--- src/assert_macros.svh ---
// assertion macros shared by the histogram binning engine rtl
`ifndef ASSERT_MACROS_SVH
`define ASSERT_MACROS_SVH

// condition holds at every clock edge out of reset
`define HBE_ASSERT_ALWAYS(label, expr) \
    label: assert property (@(posedge clk) disable iff (!rst_n) (expr)) \
        else $error("hbe invariant violated");

// antecedent at one edge implies consequent at the next edge
`define HBE_ASSERT_NEXT(label, ante, cons) \
    label: assert property (@(posedge clk) disable iff (!rst_n) (ante) |=> (cons)) \
        else $error("hbe sequence violated");

`endif

--- src/hbe_pkg.sv ---
// shared types and constants of the histogram binning engine
`default_nettype none
package hbe_pkg;

    localparam int MAX_BINS    = 256;
    localparam int BIN_W       = $clog2(MAX_BINS);
    localparam int CNT_W       = 32;
    localparam int SAMPLE_W    = 16;
    localparam int SCALE_W     = 32;
    localparam int FRAC_W      = 16;
    localparam int PROD_W      = SAMPLE_W + SCALE_W;
    localparam int BCNT_W      = 9;
    localparam int CMD_W       = 2;
    localparam int SEL_W       = 8;
    localparam int CFG_IDX_W   = 2;
    localparam int CFG_DATA_W  = 32;
    localparam int QUEUE_DEPTH = 4;
    localparam int QPTR_W      = $clog2(QUEUE_DEPTH);

    localparam logic [CNT_W-1:0] CNT_SAT = {CNT_W{1'b1}};

    localparam logic [CFG_IDX_W-1:0] CFG_LOWER_EDGE = 2'd0;
    localparam logic [CFG_IDX_W-1:0] CFG_BIN_SCALE  = 2'd1;
    localparam logic [CFG_IDX_W-1:0] CFG_BIN_COUNT  = 2'd2;

    localparam logic signed [SAMPLE_W-1:0] LOWER_EDGE_RST = '0;
    localparam logic [SCALE_W-1:0]         BIN_SCALE_RST  = SCALE_W'(256);
    localparam logic [BCNT_W-1:0]          BIN_COUNT_RST  = BCNT_W'(MAX_BINS);

    typedef enum logic [CMD_W-1:0] {
        CMD_ADD   = 2'd0,
        CMD_READ  = 2'd1,
        CMD_CLEAR = 2'd2,
        CMD_NOP   = 2'd3
    } cmd_t;

    typedef struct packed {
        cmd_t             cmd;
        logic [BIN_W-1:0] bin;
    } op_t;

    typedef enum logic {
        ST_IDLE = 1'b0,
        ST_EXEC = 1'b1
    } back_state_t;

    function automatic logic [CNT_W-1:0] sat_inc(input logic [CNT_W-1:0] v);
        return (v == CNT_SAT) ? v : v + CNT_W'(1);
    endfunction

endpackage
`default_nettype wire

--- src/hbe_front.sv ---
// front end: configuration registers, input transfer and bin computation
`default_nettype none
module hbe_front (
    input  wire logic                            clk,
    input  wire logic                            rst_n,
    input  wire logic                            cfg_we,
    input  wire logic [hbe_pkg::CFG_IDX_W-1:0]   cfg_index,
    input  wire logic [hbe_pkg::CFG_DATA_W-1:0]  cfg_data,
    input  wire logic                            push,
    output logic                                 full,
    input  wire logic [hbe_pkg::CMD_W-1:0]       cmd,
    input  wire logic signed [hbe_pkg::SAMPLE_W-1:0] sample,
    input  wire logic [hbe_pkg::SEL_W-1:0]       bin_select,
    output logic                                 q_push,
    output hbe_pkg::op_t                         q_data,
    input  wire logic                            q_full
);
    import hbe_pkg::*;

    logic signed [SAMPLE_W-1:0] lower_edge_reg;
    logic [SCALE_W-1:0]         bin_scale_reg;
    logic [BCNT_W-1:0]          bin_count_reg;

    logic                s1_valid_reg;
    cmd_t                s1_cmd_reg;
    logic [SAMPLE_W-1:0] s1_diff_reg;
    logic [BIN_W-1:0]    s1_sel_reg;

    logic                s2_valid_reg;
    cmd_t                s2_cmd_reg;
    logic [PROD_W-1:0]   s2_prod_reg;
    logic [BIN_W-1:0]    s2_sel_reg;

    logic                    accept;
    logic                    s2_adv;
    logic signed [SAMPLE_W:0] diff;
    logic [SAMPLE_W-1:0]     diff_pos;
    logic [BCNT_W-1:0]       count_m1;
    logic [BIN_W-1:0]        last_bin;
    logic [CNT_W-1:0]        bin_full;
    logic [BIN_W-1:0]        bin_clamped;

    always_ff @(posedge clk or negedge rst_n)
    begin
        if (!rst_n)
        begin
            lower_edge_reg <= LOWER_EDGE_RST;
            bin_scale_reg  <= BIN_SCALE_RST;
            bin_count_reg  <= BIN_COUNT_RST;
        end
        else if (cfg_we)
        begin
            unique case (cfg_index)
                CFG_LOWER_EDGE: lower_edge_reg <= signed'(cfg_data[SAMPLE_W-1:0]);
                CFG_BIN_SCALE:  bin_scale_reg  <= cfg_data[SCALE_W-1:0];
                CFG_BIN_COUNT:  bin_count_reg  <= cfg_data[BCNT_W-1:0];
                default:        ;
            endcase
        end
    end

    // samples at or below the lower edge land in bin 0
    assign diff     = {sample[SAMPLE_W-1], sample}
                      - {lower_edge_reg[SAMPLE_W-1], lower_edge_reg};
    assign diff_pos = diff[SAMPLE_W] ? '0 : diff[SAMPLE_W-1:0];

    assign s2_adv = !s2_valid_reg || !q_full;
    assign full   = s1_valid_reg && !s2_adv;
    assign accept = push && !full;

    always_ff @(posedge clk or negedge rst_n)
    begin
        if (!rst_n)
        begin
            s1_valid_reg <= 1'b0;
            s2_valid_reg <= 1'b0;
        end
        else
        begin
            s1_valid_reg <= accept || (s1_valid_reg && !s2_adv);
            if (s2_adv)
            begin
                s2_valid_reg <= s1_valid_reg;
            end
        end
    end

    always_ff @(posedge clk)
    begin
        if (accept)
        begin
            s1_cmd_reg  <= cmd_t'(cmd);
            s1_diff_reg <= diff_pos;
            s1_sel_reg  <= bin_select[BIN_W-1:0];
        end
        if (s2_adv && s1_valid_reg)
        begin
            s2_cmd_reg  <= s1_cmd_reg;
            s2_prod_reg <= PROD_W'(s1_diff_reg) * PROD_W'(bin_scale_reg);
            s2_sel_reg  <= s1_sel_reg;
        end
    end

    // last bin in use: a count of zero acts as one, above the store as the store
    always_comb
    begin
        count_m1 = bin_count_reg - BCNT_W'(1);
        if (bin_count_reg == '0)
        begin
            last_bin = '0;
        end
        else if (bin_count_reg > BCNT_W'(MAX_BINS))
        begin
            last_bin = BIN_W'(MAX_BINS - 1);
        end
        else
        begin
            last_bin = count_m1[BIN_W-1:0];
        end
    end

    assign bin_full    = s2_prod_reg[PROD_W-1:FRAC_W];
    assign bin_clamped = (bin_full > {{(CNT_W-BIN_W){1'b0}}, last_bin})
                         ? last_bin : bin_full[BIN_W-1:0];

    always_comb
    begin
        q_data.cmd = s2_cmd_reg;
        unique case (s2_cmd_reg)
            CMD_ADD:   q_data.bin = bin_clamped;
            CMD_READ:  q_data.bin = s2_sel_reg;
            CMD_CLEAR: q_data.bin = '0;
            CMD_NOP:   q_data.bin = '0;
        endcase
    end

    assign q_push = s2_valid_reg && !q_full;

endmodule
`default_nettype wire

--- config.mk ---
export PLATFORM = sky130hd
export DESIGN_NAME = hbe_front
export DESIGN_NICKNAME = d
export VERILOG_FILES = /design/src/assert_macros.svh /design/src/hbe_pkg.sv /design/src/hbe_front.sv
export SDC_FILE = /design/constraint.sdc
export NUM_CORES = 1
export LEC_CHECK = 0
export BUFFER_PORTS_ARGS = -buffer_cell sky130_fd_sc_hd__buf_2
export CAP_MARGIN = 20
export CORE_AREA = 2 2 169 237
export CTS_CLUSTER_DIAMETER = 40
export CTS_CLUSTER_SIZE = 40
export DETAILED_ROUTE_END_ITERATION = 16
export DIE_AREA = 0 0 171 239
export PLACE_DENSITY = 0.71
export SLEW_MARGIN = 20
export SYNTH_ARGS = -nofsm -noshare
export SYNTH_HDL_FRONTEND = slang
export SYNTH_SLANG_ARGS = --single-unit
--- constraint.sdc ---
create_clock -name clk -period 12.3 [get_ports clk]
set_clock_uncertainty 0.1 [all_clocks]
set_input_delay 1.23 -clock clk [delete_from_list [all_inputs] [get_ports clk]]
set_output_delay 1.23 -clock clk [all_outputs]
set_load 0.01 [all_outputs]
== After elaboration in Yosys (flattened, before gate mapping) ==
Cells that the tools add are included.
Operators by class
  add/subtract/negate cells: 2
  multipliers: 1
  div/mod/pow operators: 0
  order comparisons: 2
  equal/unequal tests: 5
  shifts and indexed selects: 0
  multiplexer cells: 4
  bitwise operators: 0
  reduce and logical (&&, ||, !) cells: 17
Operators with widths (count)
  multiplier 16 x 32 -> 48 bit: 1
  > comparator 32 x 8 -> 1 bit: 1
  two-way mux 8 bit: 3
  one-hot mux 8 bit (3 select lines): 1
  subtractor 16 x 16 -> 17 bit: 1
  > comparator 9 bit (second input constant): 1
  logical NOT 9 bit: 1
  subtractor 8 x 1 -> 8 bit (second input constant): 1
  equality test 2 bit (second input constant): 3
  AND reduction 2 bit: 3
  equality test 2 x 1 -> 1 bit (second input constant): 2
  logical AND 1 bit: 4
  logical NOT 1 bit: 4
  logical NOT 2 bit: 2
  logical OR 1 bit: 2
  OR reduction 2 bit: 1
Storage, ports and cells
  bits in registers: 143
  latch bits: 0
  memory bits (writable): 0
  bits in read-only memories: 0
  input bits: 65
  output and inout port bits: 12
  memories kept: 0

== Depth between registers and ports, before layout ==
  word-level depth: 7
  mapped depth: 25
  mapped depth without buffers: 24

== Worst setup path before layout ==
Ideal clock, no wire load.
  path kind: reg2reg
  start point: register bin_scale_reg[8]
  end point: register s2_prod_reg[35] (data pin)
  arrival: 6.126 ns
  setup slack: 5.811 ns
  stages on the path, launching flop included: 22
  cell sequence: dfstp_2 -> clkbuf_1 -> nand2_1 -> fa_1 -> inv_1 -> fa_1 -> fa_1 -> fa_1 -> fa_1 -> inv_1 -> fa_1 -> inv_1 -> ha_1 -> a21o_1 -> a21o_1 -> or3b_1 -> o21ai_1 -> a31oi_1 -> a41o_1 -> a41oi_1 -> o21bai_1 -> xor2_1
On the way
  word-level cells in the longest chain between the ends: 1
Ends and longest elaborated chain
  start, declared: line hbe_front.sv:21  | logic [SCALE_W-1:0] bin_scale_reg;
  start signal, assigned: line hbe_front.sv:55  | CFG_BIN_SCALE: bin_scale_reg <= cfg_data[SCALE_W-1:0];
  multiplier 16 x 32 -> 48 bit: line hbe_front.sv:99  | s2_prod_reg <= PROD_W'(s1_diff_reg) * PROD_W'(bin_scale_reg);
  end signal, assigned: line hbe_front.sv:99
  end, declared: line hbe_front.sv:31  | logic [PROD_W-1:0] s2_prod_reg;
No other way between the ends.
A chain may end at the register's enable or synchronous reset.

== Final worst setup path ==
  start point: register s1_diff_reg[3]
  end point: register s2_prod_reg[35] (data pin)
On the way
  word-level cells in the longest chain between the ends: 1
Ends and longest elaborated chain
  start, declared: line hbe_front.sv:26  | logic [SAMPLE_W-1:0] s1_diff_reg;
  start signal, assigned: line hbe_front.sv:93  | s1_diff_reg <= diff_pos;
  multiplier 16 x 32 -> 48 bit: line hbe_front.sv:99
No other way between the ends.

==> flow_summary.yaml <==
run_status:
  status: "completed"
clocking:
  cts_buffers: 17
  cts_buffer_depth: 2
  clk_pin_slew_ps: 80
  cts_tree: "yes"
  cts_hold_buf: 0
  clk_latency_ps: 440
  cts_sinks: 127
  cts_setup_buffers: 0
  cts-root-buf: "clkbuf_16"
  htree_num_levels: 4
  post_cts_resized: 0
layout:
  fin_util_pct: 58.0
  nets: 2822
  fin_cells: 2737
  drive_gt1_share_pct: 8.42
  antenna_cells: 0
  syn_to_final_growth_pct: 7.31
yosys:
  yosysMostFrequentCell: "inv_1"
  synth_nets: 2796
  synthTopCellsByArea: "fa_1 (40%), edfxtp_1 (9.7%), inv_1 (8.5%)"
  synth_edf_count: 68
  synthFlopType: "edfxtp_1"
  yosys_warnings: 0
  async_reset_ff_share_pct: 46.5
  synth_area_sq_um: 21100
  ys_ff_latch: 127
  yosysTopAreaCellShare_pct: 39.7
  synth.largest_area_cell: "fa_1"
  syn_area_per_cell_sq_um: 9.70
  syn_inst: 2170
  synth_commonest_cells: "inv_1 (477), fa_1 (418), nand2_1 (326)"
  yosysSeqAreaShare_pct: 16.7
  synth_cell_types: 60
grt:
  antenna_found_initial: 1
  grt.overflow.total: 0
  grtUsageMet2_pct: 50.1
  grt.busiest_layer: "met2"
  track_usage_pct: 27.9
  grt_max_degree: 60
  grt_pass1_vias: 16900
  grtUsageMet3_pct: 4.62
  grt_first_pass_wirelength_mm: 86.3
  grt_util_met1_pct: 29.8
sta:
  rsz0062_at_grt: "false"
  setup_violations: 0
  finalHoldViolations: 0
  fmax_ghz: 0.139
  slew_viol_final: 0
  timing.hold.ws_ps: 318
  relSlewSlack_pct: 20.7
  tightest_slew_ps: 1180
  setup_tns_ps: 0
  period_needed_ps: 7210
  layout_worst_path_cycle_share_pct: 58.7
placement:
  io_buffers: 76
  dp_hpwl_mm: 41.2
  post-place-cells: 2702
  gp_congestion: 0.894
floorplanning:
  num_rows: 86
  die-area_sq_um: 40900
  core_sq_um: 39000
  chipWidth_microns: 171
  ioPinCount: 77
  die_h_microns: 239
  initial_core_util_pct: 54.1
critical_path:
  endpoint_kind: "flip-flop"
  critPathRequiredTime_ps: 12410
  crit_fanout: 18
  path_buf_inv: 3
  start_kind: "flip-flop"
  criticalPathCategory: "reg -> reg"
  cpLargestDelayFamily: "adder cells"
  crit_top_cell: "fa_1"
  slowest_stage: "edfxtp_1"
  cp_cell_sequence: "buf_16 > and2_1 > fa_1 > inv_1 > fa_1 > fa_1 > fa_1 > fa_1 > fa_1 > inv_1 > ha_1 > a21o_1 > a21oi_1 > or3b_1 > o21ai_1 > a31oi_1 > a41o_1 > a41oi_1 > o21bai_1 > xor2_1"
  cp_slowest_stage_delay_ps: 690
  crit_arrival_ps: 7320
route:
  dr.pass1.iters: 5
  vias: 15100
  drt_iter0_markers: 1027
  finalWirelength_mm: 53.3
  drc: 0
  routedWlPerCell_microns: 19.5
  vias_per_cell: 5.53
  drtAntennaViolNets: 0
job:
  drv_cap: 0
min_path:
  holdCritPathClass: "reg -> reg"
[layout make-up]
cell class / instances / area, sq um
multi-input cells: 1475 / 15400
fillers: 3398 / 16400
clock buffers: 24 / 546
clock inverters: 8 / 61.3
well taps: 528 / 661
flip-flops and latches: 127 / 3520
repair buffers: 98 / 601
inverters: 477 / 1790
[worst paths after layout]
path	to	cells after the start	start	slack, ps
setup / recovery	s2_prod_reg[35]	20	s1_diff_reg[3]	5090
hold / removal	s2_sel_reg[6]	0	s1_sel_reg[6]	320
setup reg to reg	s2_prod_reg[35]	20	s1_diff_reg[3]	5090
hold reg to reg	s2_sel_reg[6]	0	s1_sel_reg[6]	320
max in group asynchronous	bin_scale_reg[20]	2	rst_n	10730
min in group asynchronous	lower_edge_reg[7]	2	rst_n	860
[logic make-up after synthesis]
logic type | after synthesis | synth area share, %
adders and majority gates | 563 | 48.3
and+or+nand+nor | 669 | 15.5
DFF | 127 | 16.7
buffers and inverters | 568 | 10.1
AOI/OAI and AO/OA | 146 | 4.69
xor gates and xnor gates | 46 | 1.91
muxes | 51 | 2.68
[layout by cell type (no fill, tap or decap), types with 24 or more instances in the layout]
cell type / count
a21o_1: 28
mux2_2: 43
edfxtp_1: 68
dfrtp_1: 57
o21ai_0: 36
inv_1: 477
nor2_1: 39
and2_1: 219
xnor2_1: 24
buf_2: 76
a21oi_1: 32
ha_1: 143
nand2_1: 326
fa_1: 418
[through the flow]
stage	worst slack, ps	instance area [sq um]
after detailed placement	4830	21900
after CTS	4780	22500
after global routing	4800	22600
after global placement	5010	21900
after floorplan	5810	21100
final	5090	22600
[layer usage]
| metal | up-vias | share of wire (%) |
|---|---|---|
| li1 | 6569 | - |
| met1 | 7735 | 33 |
| met2 | 595 | 54 |
| met3 | 235 | 5.6 |
| met4 | 2 | 7.6 |
| met5 | - | 0.026 |
Power is left out: the tool's default activity adds up to more than one toggle a clock period on the data nets, which glitch-free logic cannot reach.
