## config.mk

```make
export PLATFORM = sky130hd
export DESIGN_NAME = hbe_fifo
export DESIGN_NICKNAME = d
export VERILOG_FILES = /design/src/hbe_pkg.sv /design/src/hbe_fifo.sv
export VERILOG_INCLUDE_DIRS = /design/src /design/src/src
export SDC_FILE = /design/constraint.sdc
export NUM_CORES = 1
export LEC_CHECK = 0
export ABC_CLOCK_PERIOD_IN_PS = 1800
export BUFFER_PORTS_ARGS = -buffer_cell sky130_fd_sc_hd__clkbuf_2
export CAP_MARGIN = 20
export CORE_MARGIN = 2
export CORE_UTILIZATION = 29
export CTS_CLUSTER_DIAMETER = 120
export DETAILED_ROUTE_END_ITERATION = 16
export PLACE_DENSITY_LB_ADDON = 0.1
export RECOVER_POWER = 100
export SYNTH_ARGS = -nofsm -noshare
export SYNTH_HDL_FRONTEND = slang
export SYNTH_SLANG_ARGS = --single-unit
export TNS_END_PERCENT = 30
```

## constraint.sdc

```tcl
create_clock -name clk -period 1.8 [get_ports clk]
set_input_delay 0.36 -clock clk [delete_from_list [all_inputs] [get_ports clk]]
set_output_delay 0.36 -clock clk [all_outputs]
set_load 0.03 [all_outputs]
```

## src/assert_macros.svh

```systemverilog
// assertion macros shared by the histogram binning engine rtl
`ifndef ASSERT_MACROS_SVH
`define ASSERT_MACROS_SVH

// condition holds at every clock edge out of reset
`define HBE_ASSERT_ALWAYS(label, expr) \
    label: assert property (@(posedge clk) disable iff (!rst_n) (expr)) \
        else $error("hbe invariant violated");

// antecedent at one edge implies consequent at the next edge
`define HBE_ASSERT_NEXT(label, ante, cons) \
    label: assert property (@(posedge clk) disable iff (!rst_n) (ante) |=> (cons)) \
        else $error("hbe sequence violated");

`endif

```

## src/hbe_pkg.sv

```systemverilog
// shared types and constants of the histogram binning engine
`default_nettype none
package hbe_pkg;

    localparam int MAX_BINS    = 256;
    localparam int BIN_W       = $clog2(MAX_BINS);
    localparam int CNT_W       = 32;
    localparam int SAMPLE_W    = 16;
    localparam int SCALE_W     = 32;
    localparam int FRAC_W      = 16;
    localparam int PROD_W      = SAMPLE_W + SCALE_W;
    localparam int BCNT_W      = 9;
    localparam int CMD_W       = 2;
    localparam int SEL_W       = 8;
    localparam int CFG_IDX_W   = 2;
    localparam int CFG_DATA_W  = 32;
    localparam int QUEUE_DEPTH = 4;
    localparam int QPTR_W      = $clog2(QUEUE_DEPTH);

    localparam logic [CNT_W-1:0] CNT_SAT = {CNT_W{1'b1}};

    localparam logic [CFG_IDX_W-1:0] CFG_LOWER_EDGE = 2'd0;
    localparam logic [CFG_IDX_W-1:0] CFG_BIN_SCALE  = 2'd1;
    localparam logic [CFG_IDX_W-1:0] CFG_BIN_COUNT  = 2'd2;

    localparam logic signed [SAMPLE_W-1:0] LOWER_EDGE_RST = '0;
    localparam logic [SCALE_W-1:0]         BIN_SCALE_RST  = SCALE_W'(256);
    localparam logic [BCNT_W-1:0]          BIN_COUNT_RST  = BCNT_W'(MAX_BINS);

    typedef enum logic [CMD_W-1:0] {
        CMD_ADD   = 2'd0,
        CMD_READ  = 2'd1,
        CMD_CLEAR = 2'd2,
        CMD_NOP   = 2'd3
    } cmd_t;

    typedef struct packed {
        cmd_t             cmd;
        logic [BIN_W-1:0] bin;
    } op_t;

    typedef enum logic {
        ST_IDLE = 1'b0,
        ST_EXEC = 1'b1
    } back_state_t;

    function automatic logic [CNT_W-1:0] sat_inc(input logic [CNT_W-1:0] v);
        return (v == CNT_SAT) ? v : v + CNT_W'(1);
    endfunction

endpackage
`default_nettype wire

```

## src/hbe_fifo.sv

```systemverilog
// short command queue between front and back
`default_nettype none
module hbe_fifo (
    input  wire logic         clk,
    input  wire logic         rst_n,
    input  wire logic         push,
    input  wire hbe_pkg::op_t data_in,
    output logic              full,
    input  wire logic         pop,
    output hbe_pkg::op_t      data_out,
    output logic              empty
);
    import hbe_pkg::*;
    `include "assert_macros.svh"

    op_t                entry_reg [QUEUE_DEPTH];
    logic [QPTR_W-1:0]  wr_ptr_reg;
    logic [QPTR_W-1:0]  rd_ptr_reg;
    logic [QPTR_W:0]    count_reg;
    logic               do_push;
    logic               do_pop;

    assign full     = (count_reg == (QPTR_W+1)'(QUEUE_DEPTH));
    assign empty    = (count_reg == '0);
    assign do_push  = push && !full;
    assign do_pop   = pop && !empty;
    assign data_out = entry_reg[rd_ptr_reg];

    always_ff @(posedge clk)
    begin
        if (do_push)
        begin
            entry_reg[wr_ptr_reg] <= data_in;
        end
    end

    always_ff @(posedge clk or negedge rst_n)
    begin
        if (!rst_n)
        begin
            wr_ptr_reg <= '0;
            rd_ptr_reg <= '0;
            count_reg  <= '0;
        end
        else
        begin
            if (do_push)
            begin
                wr_ptr_reg <= wr_ptr_reg + QPTR_W'(1);
            end
            if (do_pop)
            begin
                rd_ptr_reg <= rd_ptr_reg + QPTR_W'(1);
            end
            if (do_push && !do_pop)
            begin
                count_reg <= count_reg + (QPTR_W+1)'(1);
            end
            else if (do_pop && !do_push)
            begin
                count_reg <= count_reg - (QPTR_W+1)'(1);
            end
        end
    end

    `HBE_ASSERT_ALWAYS(a_fifo_bound, count_reg <= (QPTR_W+1)'(QUEUE_DEPTH))
    `HBE_ASSERT_ALWAYS(a_fifo_no_underflow, !(pop && empty))

endmodule
`default_nettype wire

```

Yosys cells after proc, flatten, opt, wreduce, memory -nomap -nowiden:

Memories as Yosys holds them, arrays and structs flattened.
Index checks and enable logic that the tools add are counted.

* add/sub/neg operators: 4
* eq/ne operators: 1
* muxes and demuxes: 4
* reduce and logical (&&, ||, !) cells: 10

Operators with widths (count)
* $mux W3: 2
* $add A2 B1 Y2 const B: 2
* $logic_and A1 B1 Y1: 4
* $logic_not A1 Y1: 4
* $add A3 B1 Y3 const B: 1
* $eq A3 B3 Y1 const B: 1
* $logic_not A3 Y1: 1
* $sub A3 B1 Y3 const B: 1
* $mux W1: 2
* $reduce_bool A2 Y1: 1

* register bits: 7
* bits in writable memories: 40
* input port bits: 14
* output and inout bits: 12
* memories kept: 1

Memory list
* entry_reg: words 4, bits a word 10, read ports 1, clocked after Yosys merged registers in 0, wr ports 1, RTL line hbe_fifo.sv:16 `op_t entry_reg [QUEUE_DEPTH];`

Depth between registers and ports, before layout:

Gate-level depths: netlist of run 1.

* depth in word-level cells: 7
* depth in mapped cells: 9

Least setup slack after synthesis of run 1:

OpenSTA, ideal clock, no wires.

* kind: register to register
* start: register count_reg[0]
* end: register count_reg[1]
* library setup time: 125 ps
* arrival time: 2100 ps
* path slack: -425 ps
* stages on the path, launching flop included: 8
* path buffers: 1
* clock period less this slack: 2225 ps
* cells stage by stage: dfrtp_1 nor3b_2 nor2b_1 buf_6 ha_1 inv_1 fa_1 mux2_2

* longest elaborated chain between the ends: 6
* elaborated cells on any way between the ends: 15
* those cells by class: add/sub: 2; eq/ne: 1; mux: 2; reduce/logical: 10

RTL lines
* start: declaration: RTL line hbe_fifo.sv:19 `logic [QPTR_W:0] count_reg;`
* start signal: assignment: RTL line hbe_fifo.sv:57 `count_reg <= count_reg + (QPTR_W+1)'(1);`
* start signal: assignment: RTL line hbe_fifo.sv:61 `count_reg <= count_reg - (QPTR_W+1)'(1);`
* $eq A3 B3 Y1 *: RTL line hbe_fifo.sv:23 `assign full = (count_reg == (QPTR_W+1)'(QUEUE_DEPTH));`
* via full: RTL line hbe_fifo.sv:8 `output logic full,`
* $logic_not A1 Y1 *: RTL line hbe_fifo.sv:25 `assign do_push = push && !full;`
* $logic_and A1 B1 Y1 *: RTL line hbe_fifo.sv:25
* via do_push: RTL line hbe_fifo.sv:20 `logic do_push;`
* $logic_not A1 Y1: RTL line hbe_fifo.sv:59 `else if (do_pop && !do_push)`
* $logic_and A1 B1 Y1: RTL line hbe_fifo.sv:59
* $reduce_bool A2 Y1 (no line)

The timed path passes the listed nets; every way through them passes the cells marked *. The select of a mux whose other input is x is not followed.
A chain may end at the register's enable or synchronous reset.

==> flow_metrics.tcl, run 1 <==
set metrics [dict create \
    status "finished, violations left" \
    violations "setup timing" \
    setup_viol 12 \
    timing.fmax_mhz 527 \
    cts_buffers 5 \
    num_antenna_cells 0 \
    crit_arrival_ns 1.54 \
    dp_hpwl_um 2200 \
    num-fill-cells 600 \
    vdd_drop_max_uv 779 \
    grt_pass1_vias 998 \
    ioPinCount 26 \
    root_buffer "clkbuf_8" \
    grt_pass1_wl_um 5090 \
    cts_sinks 47 \
    yosysWarningCount 0 \
    overflow 0 \
    grt_max_degree 16 \
    slew_headroom_pct 73.0 \
    fin_ws_ns -0.0969 \
    powerDensity_nw_per_um2 1740 \
    core_area_um2 6280 \
    ff_latch_area_um2 1380 \
    first_pass_iters 2 \
    clock_latency_ns 0.29 \
    die_area_um2 7090 \
    worstReg2RegStart "count_reg[0]$_DFFE_PN0P_" \
    place_ws_ns -0.149 \
    fin_skew_ns 0.00370 \
    syn_avg_cell_area_um2 21.2 \
    cts_buffer_depth 2 \
    endpoint_kind "primary output" \
    layout_commonest_cell "edfxtp_1" \
    routed_wirelength_um 3180 \
    path_clk_slew_ns 0.09 \
    layout_common_cells "40 x edfxtp_1, 13 x clkbuf_1, 10 x mux4_2, 9 x buf_8" \
    drc_errors 0 \
    cts_tree "built" \
    fin_crit_ns 1.90 \
    vias_per_cell 4.39 \
    post-route-period-util_pct 105 \
    drt-initial-drc-count 23 \
    wl_per_cell_um 15.0 \
    die_h_um 84.2 \
    finalNetCount 154 \
    synth_area_um2 1860 \
    synth_cells 88 \
    ys_seq_area_share_pct 73.8 \
    initial_core_util_pct 29.7 \
    largest_register_ffs 40 \
    io_buffer_count 25 \
    grt_use_total_pct 9.83 \
    hold_start "data_in[2]" \
    multi_input_area_um2 483 \
    rsz0062_at_grt "yes" \
    critPathLaunch "rd_ptr_reg[0]$_DFFE_PN0P_" \
    p_leak_nw 0.879 \
    final_util_pct 39.2 \
    vias 930 \
    required_ns 1.44 \
    die_x_um 84.2 \
    critPathKind "register to primary output" \
    path_max_fanout 8 \
    syn_nets 108 \
    hold_viol 0 \
    place.gp.congestion 0.766 \
    antenna_found_initial 0 \
    yosysUniqueCellTypes 20 \
    hold_class "input port to register" \
    rows 29 \
    drive_gt1_share_pct 40.0 \
    critPathLaunchType "register" \
    final_max_slew_viol_count 0 \
    worstMarginPinSlew_ns 0.405 \
    yosys_register_bits 47 \
    max-cap-violations 0 \
    ant_nets 0 \
    syn2layout_area_growth_pct 32.0 \
    ctsHtreeMaxLevel 2 \
]
-- worst paths after layout --
path | cells past startpoint | endpoint | slack, ns
worst min-delay path | 1 | entry_reg[3][2]$_DFFE_PP_ | 0.32
worst max register to register | 7 | count_reg[1]$_DFFE_PN0P_ | -0.07
worst min register to register | 2 | count_reg[2]$_DFFE_PN0P_ | 0.57
min in group asynchronous | 2 | count_reg[1]$_DFFE_PN0P_ | 0.49
worst max-delay path | 3 | data_out[9] | -0.1
max in group asynchronous | 2 | wr_ptr_reg[1]$_DFFE_PN0P_ | 1.03
-- power breakdown --
group / internal (mW) / switching, mW / total [mW]
Clock: 0.271 / 0.346 / 0.617
Combinational: 1.10 / 0.992 / 2.09
Sequential: 1.47 / 0.0965 / 1.56
Total: 2.84 / 1.43 / 4.28
-- cell usage after synthesis --
| cell | number | area (um2) |
|---|---|---|
| nand2_1 | 1 | 3.75 |
| xnor2_1 | 4 | 35.0 |
| and2_1 | 4 | 25.0 |
| buf_4 | 1 | 7.51 |
| xor2_1 | 2 | 17.5 |
| nor3b_2 | 1 | 12.5 |
| dfrtp_1 | 7 | 175 |
| nor2_1 | 1 | 3.75 |
| or3_1 | 1 | 6.26 |
| fa_1 | 1 | 20.0 |
| ha_1 | 5 | 62.6 |
| inv_1 | 4 | 15.0 |
| nand3_1 | 1 | 5.00 |
| buf_6 | 1 | 11.3 |
| mux2_4 | 1 | 15.0 |
| mux4_2 | 10 | 225 |
| buf_2 | 1 | 5.00 |
| edfxtp_1 | 40 | 1200 |
| nor2b_1 | 1 | 6.26 |
| mux2_2 | 1 | 11.3 |
-- cell type report --
class	instances	area share, %
clock buffer	5	2.80
clock inverter	3	0.813
inverter	4	0.712
multi-input combinational	34	19.6
sequential	47	55.9
tap	77	3.91
timing repair buffer	42	16.2
-- metrics by stage --
step / cells / instance area [um2] / hold WS [ns] / TNS [ns] / total power [mW]
6_report: 212 / 2460 / 0.323 / -0.969 / 4.28
5_1_grt: 212 / 2460 / 0.320 / -4.79 / 4.52
4_1_cts: 212 / 2460 / 0.270 / -1.46 / 4.26
3_5_place_dp: 203 / 2260 / 0.215 / -0.256 / 3.38
3_3_place_gp: 203 / 2260 / 0.208 / -0.113 / 3.33
2_1_floorplan: 88 / 1880 / 0.0644 / -0.400 / 2.71
-- metal layers --
layer / wire (um) / global-route usage (%)
met1: 1310 / 11.5
met3: 145 / 3.24
met2: 1670 / 16.7
met5: 0 / 0
met4: 55 / 3.96
-- worst max-delay path: stages (launching register included) --
cell and delay [ns]:
dfrtp_1 0.40, buf_12 0.16, mux4_2 0.53, buf_8 0.16
-- cells by family after synthesis --
family                     count (synthesis)  synth area share [%]
muxes                                     12                  13.5
buffers and inverters                      7                  2.08
xor gates and xnor gates                   6                  2.82
DFF                                       47                  73.8
adders and majority gates                  6                  4.43
and+or+nand+nor                           10                  3.36
-- repair_timing --
item | 4_1_cts | 5_1_grt
hold buffers | 1 | 0
setup endpoints to repair | 13 | 13
gates resized for setup | 24 | 15
buffers inserted | 0 | 0
pin swaps | 0 | 5
endpoints found under the hold margin | 7 | 0
Note: power is estimated with default switching activity, not from simulation.
==> run 2: changes to the inputs <==
--- a/config.mk
+++ b/config.mk
@@ -6,7 +6,7 @@
 export SDC_FILE = /design/constraint.sdc
 export NUM_CORES = 1
 export LEC_CHECK = 0
-export ABC_CLOCK_PERIOD_IN_PS = 1800
+export ABC_CLOCK_PERIOD_IN_PS = 2420
 export BUFFER_PORTS_ARGS = -buffer_cell sky130_fd_sc_hd__clkbuf_2
 export CAP_MARGIN = 20
 export CORE_MARGIN = 2
==> constraint.sdc (replaced) <==
create_clock -name clk -period 2.42 [get_ports clk]
set_input_delay 0.484 -clock clk [delete_from_list [all_inputs] [get_ports clk]]
set_output_delay 0.484 -clock clk [all_outputs]
set_load 0.03 [all_outputs]
==> flow_metrics.tcl, run 2 (synthesis results as in run 1) <==
set metrics [dict create \
    status "finished clean" \
    hold_class "input port to register" \
    hold_viol 0 \
    critPathKind "register to primary output" \
    fin_crit_ns 2.12 \
    dp_cells 194 \
    cts_buffer_depth 2 \
    rsz0062_at_grt "no" \
    vias_per_cell 4.40 \
    timing.fmax_mhz 473 \
    die_h_um 84.2 \
    p_switching_mw 0.970 \
    post-route-period-util_pct 87.4 \
    dpl_cell_area_um2 2110 \
    drc_errors 0 \
    syn2layout_area_growth_pct 16.6 \
    place.gp.congestion 0.615 \
    p_leak_nw 0.742 \
    fin_skew_ns 0.00791 \
    setup_viol 0 \
    routed_wirelength_um 3100 \
    cts_buffers 5 \
    die_area_um2 7090 \
    drive_gt1_share_pct 22.2 \
    power.share.clock_pct 17.1 \
    finalNonFillerCells 203 \
    overflow 0 \
    vdd_drop_max_uv 390 \
    finalNetCount 145 \
    grt_pass1_vias 1005 \
    post-cts-setup-buffers 0 \
    seqPwrFrac_pct 45.2 \
    grt_use_total_pct 9.62 \
    core_area_um2 6280 \
    finalInstanceArea_um2 2170 \
    ioPinCount 26 \
    path_max_fanout 11 \
    wl_per_cell_um 15.3 \
    required_ns 1.94 \
    initial_core_util_pct 29.7 \
    grt_max_degree 16 \
    first_pass_iters 3 \
    drt-initial-drc-count 25 \
    dp_hpwl_um 2260 \
    largest_register_ffs 40 \
    ant_nets 0 \
    layout_common_cells "40 x edfxtp_1, 24 x clkbuf_1, 10 x mux4_2, 7 x dfrtp_1" \
    antenna_found_initial 0 \
    cts_tree "built" \
    die_x_um 84.2 \
    endpoint_kind "primary output" \
    sw_frac_of_total_pct 36.3 \
    ctsHtreeMaxLevel 2 \
    grt_pass1_wl_um 5010 \
    rows 29 \
    tns_ns 0 \
    vias 893 \
    crit_arrival_ns 1.63 \
    io_buffer_count 25 \
    root_buffer "clkbuf_8" \
    slew_headroom_pct 63.5 \
    final_max_slew_viol_count 0 \
    max-cap-violations 0 \
    finalPower_mw 2.67 \
    num_antenna_cells 0 \
    layout_commonest_cell "edfxtp_1" \
    clock_latency_ns 0.30 \
    combPwrFrac_pct 37.7 \
    path_clk_slew_ns 0.09 \
    cts_sinks 47 \
    p_int_mw 1.70 \
    powerDensity_nw_per_um2 1230 \
    critPathLaunchType "register" \
    worstMarginPinSlew_ns 0.547 \
]
-- run 2: cell types whose count changed in the layout (fill, tap and decap cells not counted), moves of 2 or more --
cell	previous run	this run
clkbuf_1	13	24
and2_0	0	4
buf_12	5	0
buf_8	9	0
and2_1	4	0
buf_6	2	0
inv_1	2	4
clkbuf_4	2	0
buf_4	7	5
-- run 2: final timing paths --
path / to / slack, ns / cells after the start / from
worst min register to register: count_reg[2]$_DFFE_PN0P_ / 0.49 / 1 / count_reg[2]$_DFFE_PN0P_
worst max-delay path: data_out[6] / 0.30 / 2 / rd_ptr_reg[1]$_DFFE_PN0P_
min in group asynchronous: count_reg[0]$_DFFE_PN0P_ / 0.61 / 2 / rst_n
worst min-delay path: entry_reg[0][7]$_DFFE_PP_ / 0.44 / 1 / data_in[7]
max in group asynchronous: rd_ptr_reg[0]$_DFFE_PN0P_ / 1.53 / 2 / rst_n
worst max register to register: count_reg[2]$_DFFE_PN0P_ / 0.34 / 8 / count_reg[0]$_DFFE_PN0P_
-- run 2: cell type report --
class,instances,area [um2]
Fill cell,622,4100
Sequential cell,47,1380
Multi-Input combinational cell,34,444
Timing Repair Buffer,33,153
Tap cell,77,96.3
Clock buffer,5,68.8
Clock inverter,3,20.0
Inverter,4,15.0
-- run 2: routing by layer --
layer | routed length (um) | global-route usage, %
met5 | 0 | 0
met1 | 1190 | 9.97
met3 | 117 | 2.56
met4 | 71 | 5.28
met2 | 1720 | 17.5
-- run 2: repair_timing --
item / in CTS / in global routing
endpoints found under the hold margin: 1 / 0
hold buffers: 1 / 0
gates resized for setup: 0 / 0
-- run 2: per-stage QoR --
step	hold slack (ns)	setup WS (ns)	util (%)
finish	0.441	0.305	34.6
global route	0.454	0.142	34.6
CTS	0.395	0.256	35.3
detailed placement	0.334	0.312	33.7
global placement	0.333	0.382	33.7
floorplan	0.188	0.195	-
-- run 2: worst max-delay path: stages (launching register included) --
cell and delay [ns]:
dfrtp_1 0.70, mux4_2 0.32, clkbuf_1 0.32
-- run 2: power groups by stage --
stage,combinational (mW),sequential (mW),clock [mW]
after global placement,1.07,1.22,0
final,1.01,1.21,0.456
after detailed placement,1.08,1.24,0
after CTS,1.09,1.22,0.475
after floorplan,0.814,1.18,0
after global routing,1.11,1.24,0.501
==> run 3: changes to the inputs <==
--- a/config.mk
+++ b/config.mk
@@ -9,11 +9,11 @@
 export ABC_CLOCK_PERIOD_IN_PS = 2420
 export BUFFER_PORTS_ARGS = -buffer_cell sky130_fd_sc_hd__clkbuf_2
 export CAP_MARGIN = 20
-export CORE_MARGIN = 2
+export CORE_MARGIN = 5
 export CORE_UTILIZATION = 29
 export CTS_CLUSTER_DIAMETER = 120
 export DETAILED_ROUTE_END_ITERATION = 16
-export PLACE_DENSITY_LB_ADDON = 0.1
+export PLACE_DENSITY = 0.51
 export RECOVER_POWER = 100
 export SYNTH_ARGS = -nofsm -noshare
 export SYNTH_HDL_FRONTEND = slang
==> flow_metrics.tcl, run 3 (synthesis results as in run 1) <==
set metrics [dict create \
    status "finished clean" \
    layout_common_cells "40 x edfxtp_1, 14 x clkbuf_1, 12 x clkbuf_2, 10 x mux4_2, 7 x dfrtp_1" \
    worstReg2RegStart "count_reg[0]$_DFFE_PN0P_" \
    cts_buffers 5 \
    path_clk_slew_ns 0.08 \
    path_cells "or3_1 -> nand2_1 -> ha_1 -> inv_1 -> fa_1 -> xor2_1 -> nor2_1 -> xor2_1" \
    rows 29 \
    rr_worst_depth 8 \
    crit_arrival_ns 2.43 \
    grt_pass1_vias 1013 \
    hold_viol 0 \
    fin_crit_ns 2.22 \
    die_x_um 90.2 \
    max-cap-violations 0 \
    vias 862 \
    crit_top_cell "xor2_1" \
    ctsHtreeMaxLevel 2 \
    powerDensity_nw_per_um2 1270 \
    grt_pass1_wl_um 5040 \
    endpoint_kind "register" \
    critical-path-max-stage-delay_ns 0.44 \
    critPathLaunchType "register" \
    antenna_found_initial 0 \
    post-route-period-util_pct 91.7 \
    rsz0062_at_grt "no" \
    clock_latency_ns 0.29 \
    fin_skew_ns 0.00455 \
    dp_cells 189 \
    grt_max_degree 15 \
    finalNetCount 139 \
    hold_buffers 0 \
    core_area_um2 6310 \
    vdd_drop_max_uv 482 \
    routed_wirelength_um 3080 \
    ctsResizeCount 0 \
    largest_register_ffs 40 \
    cts_tree "built" \
    required_ns 2.64 \
    syn2layout_area_growth_pct 15.8 \
    ioPinCount 26 \
    drc_errors 0 \
    post-cts-setup-buffers 0 \
    p_leak_nw 0.757 \
    tns_ns 0 \
    place_ws_ns 0.197 \
    rrSetupSlack_ns 0.20 \
    first_pass_iters 4 \
    grt_use_total_pct 8.10 \
    overflow 0 \
    final_util_pct 34.2 \
    layout_commonest_cell "edfxtp_1" \
    path_max_fanout 4 \
    finalNonFillerCells 197 \
    place.gp.congestion 0.748 \
    fin_ws_ns 0.201 \
    vias_per_cell 4.38 \
    cp_slowest_cell "dfrtp_1" \
    setup_viol 0 \
    root_buffer "clkbuf_8" \
    rr_endpoint "count_reg[2]$_DFFE_PN0P_" \
    initial_core_util_pct 29.5 \
    die_area_um2 8130 \
    dpl_cell_area_um2 2080 \
    timing.fmax_mhz 451 \
    drt-initial-drc-count 42 \
    wl_per_cell_um 15.7 \
    cts_sinks 47 \
    num_antenna_cells 0 \
    hold_class "input port to asynchronous set/reset pin" \
    die_h_um 90.2 \
    slew_headroom_pct 46.5 \
    drive_gt1_share_pct 26.7 \
    cts_buffer_depth 2 \
    io_buffer_count 25 \
    ant_nets 0 \
    worstMarginPinSlew_ns 0.802 \
    finalInstanceArea_um2 2160 \
    final_max_slew_viol_count 0 \
    critPathKind "register to register" \
]
run 3: worst max path at each step:
| stage | from | to | cells past startpoint |
|---|---|---|---|
| global route | count_reg[0]$_DFFE_PN0P_ | count_reg[2]$_DFFE_PN0P_ | 8 |
| detailed placement | count_reg[0]$_DFFE_PN0P_ | count_reg[2]$_DFFE_PN0P_ | 8 |
| global placement | count_reg[0]$_DFFE_PN0P_ | count_reg[2]$_DFFE_PN0P_ | 8 |
| finish | count_reg[0]$_DFFE_PN0P_ | count_reg[2]$_DFFE_PN0P_ | 8 |
| floorplan | count_reg[0]$_DFFE_PN0P_ | count_reg[1]$_DFFE_PN0P_ | 7 |
| CTS | count_reg[0]$_DFFE_PN0P_ | count_reg[2]$_DFFE_PN0P_ | 8 |
run 3: per-stage QoR:
stage	hold WS, ns	power [mW]
after floorplan	0.188	1.99
after global placement	0.326	2.23
after detailed placement	0.333	2.27
after CTS	0.0143	2.81
after global routing	0.110	2.92
final	0.0787	2.75
run 3: power by group:
part / switching (mW) / leakage, nW / internal [mW] / total [mW]
Clock: 0.243 / 0.0556 / 0.302 / 0.546
Combinational: 0.585 / 0.254 / 0.399 / 0.984
Sequential: 0.125 / 0.448 / 1.09 / 1.22
run 3: area by class of cell:
| type | count | area [um2] |
|---|---|---|
| Tap cell | 77 | 96.3 |
| Clock buffer | 5 | 68.8 |
| Inverter | 4 | 15.0 |
| Multi-Input combinational cell | 34 | 444 |
| Sequential cell | 47 | 1380 |
| Fill cell | 621 | 4150 |
| Clock inverter | 3 | 38.8 |
| Timing Repair Buffer | 27 | 120 |
run 3: routing by layer:
| metal | part of all wire [%] | wire length, um | global-route usage, % | vias up |
|---|---|---|---|---|
| li1 | - | - | - | 399 |
| met1 | 43 | 1330 | 9.34 | 431 |
| met2 | 50 | 1540 | 13.4 | 25 |
| met3 | 4.9 | 152 | 3.17 | 7 |
| met4 | 2.0 | 61 | 3.47 | 0 |
| met5 | 0 | 0 | 0 | - |
run 3: worst max-delay path, delay by kind of cell, from the launching register on:
| family | cells | cell delay (ns) |
|---|---|---|
| simple gates | 3 | 0.71 |
| fa+ha+maj | 2 | 0.59 |
| flops | 1 | 0.44 |
| xor+xnor | 2 | 0.32 |
| buf+inv | 1 | 0.08 |
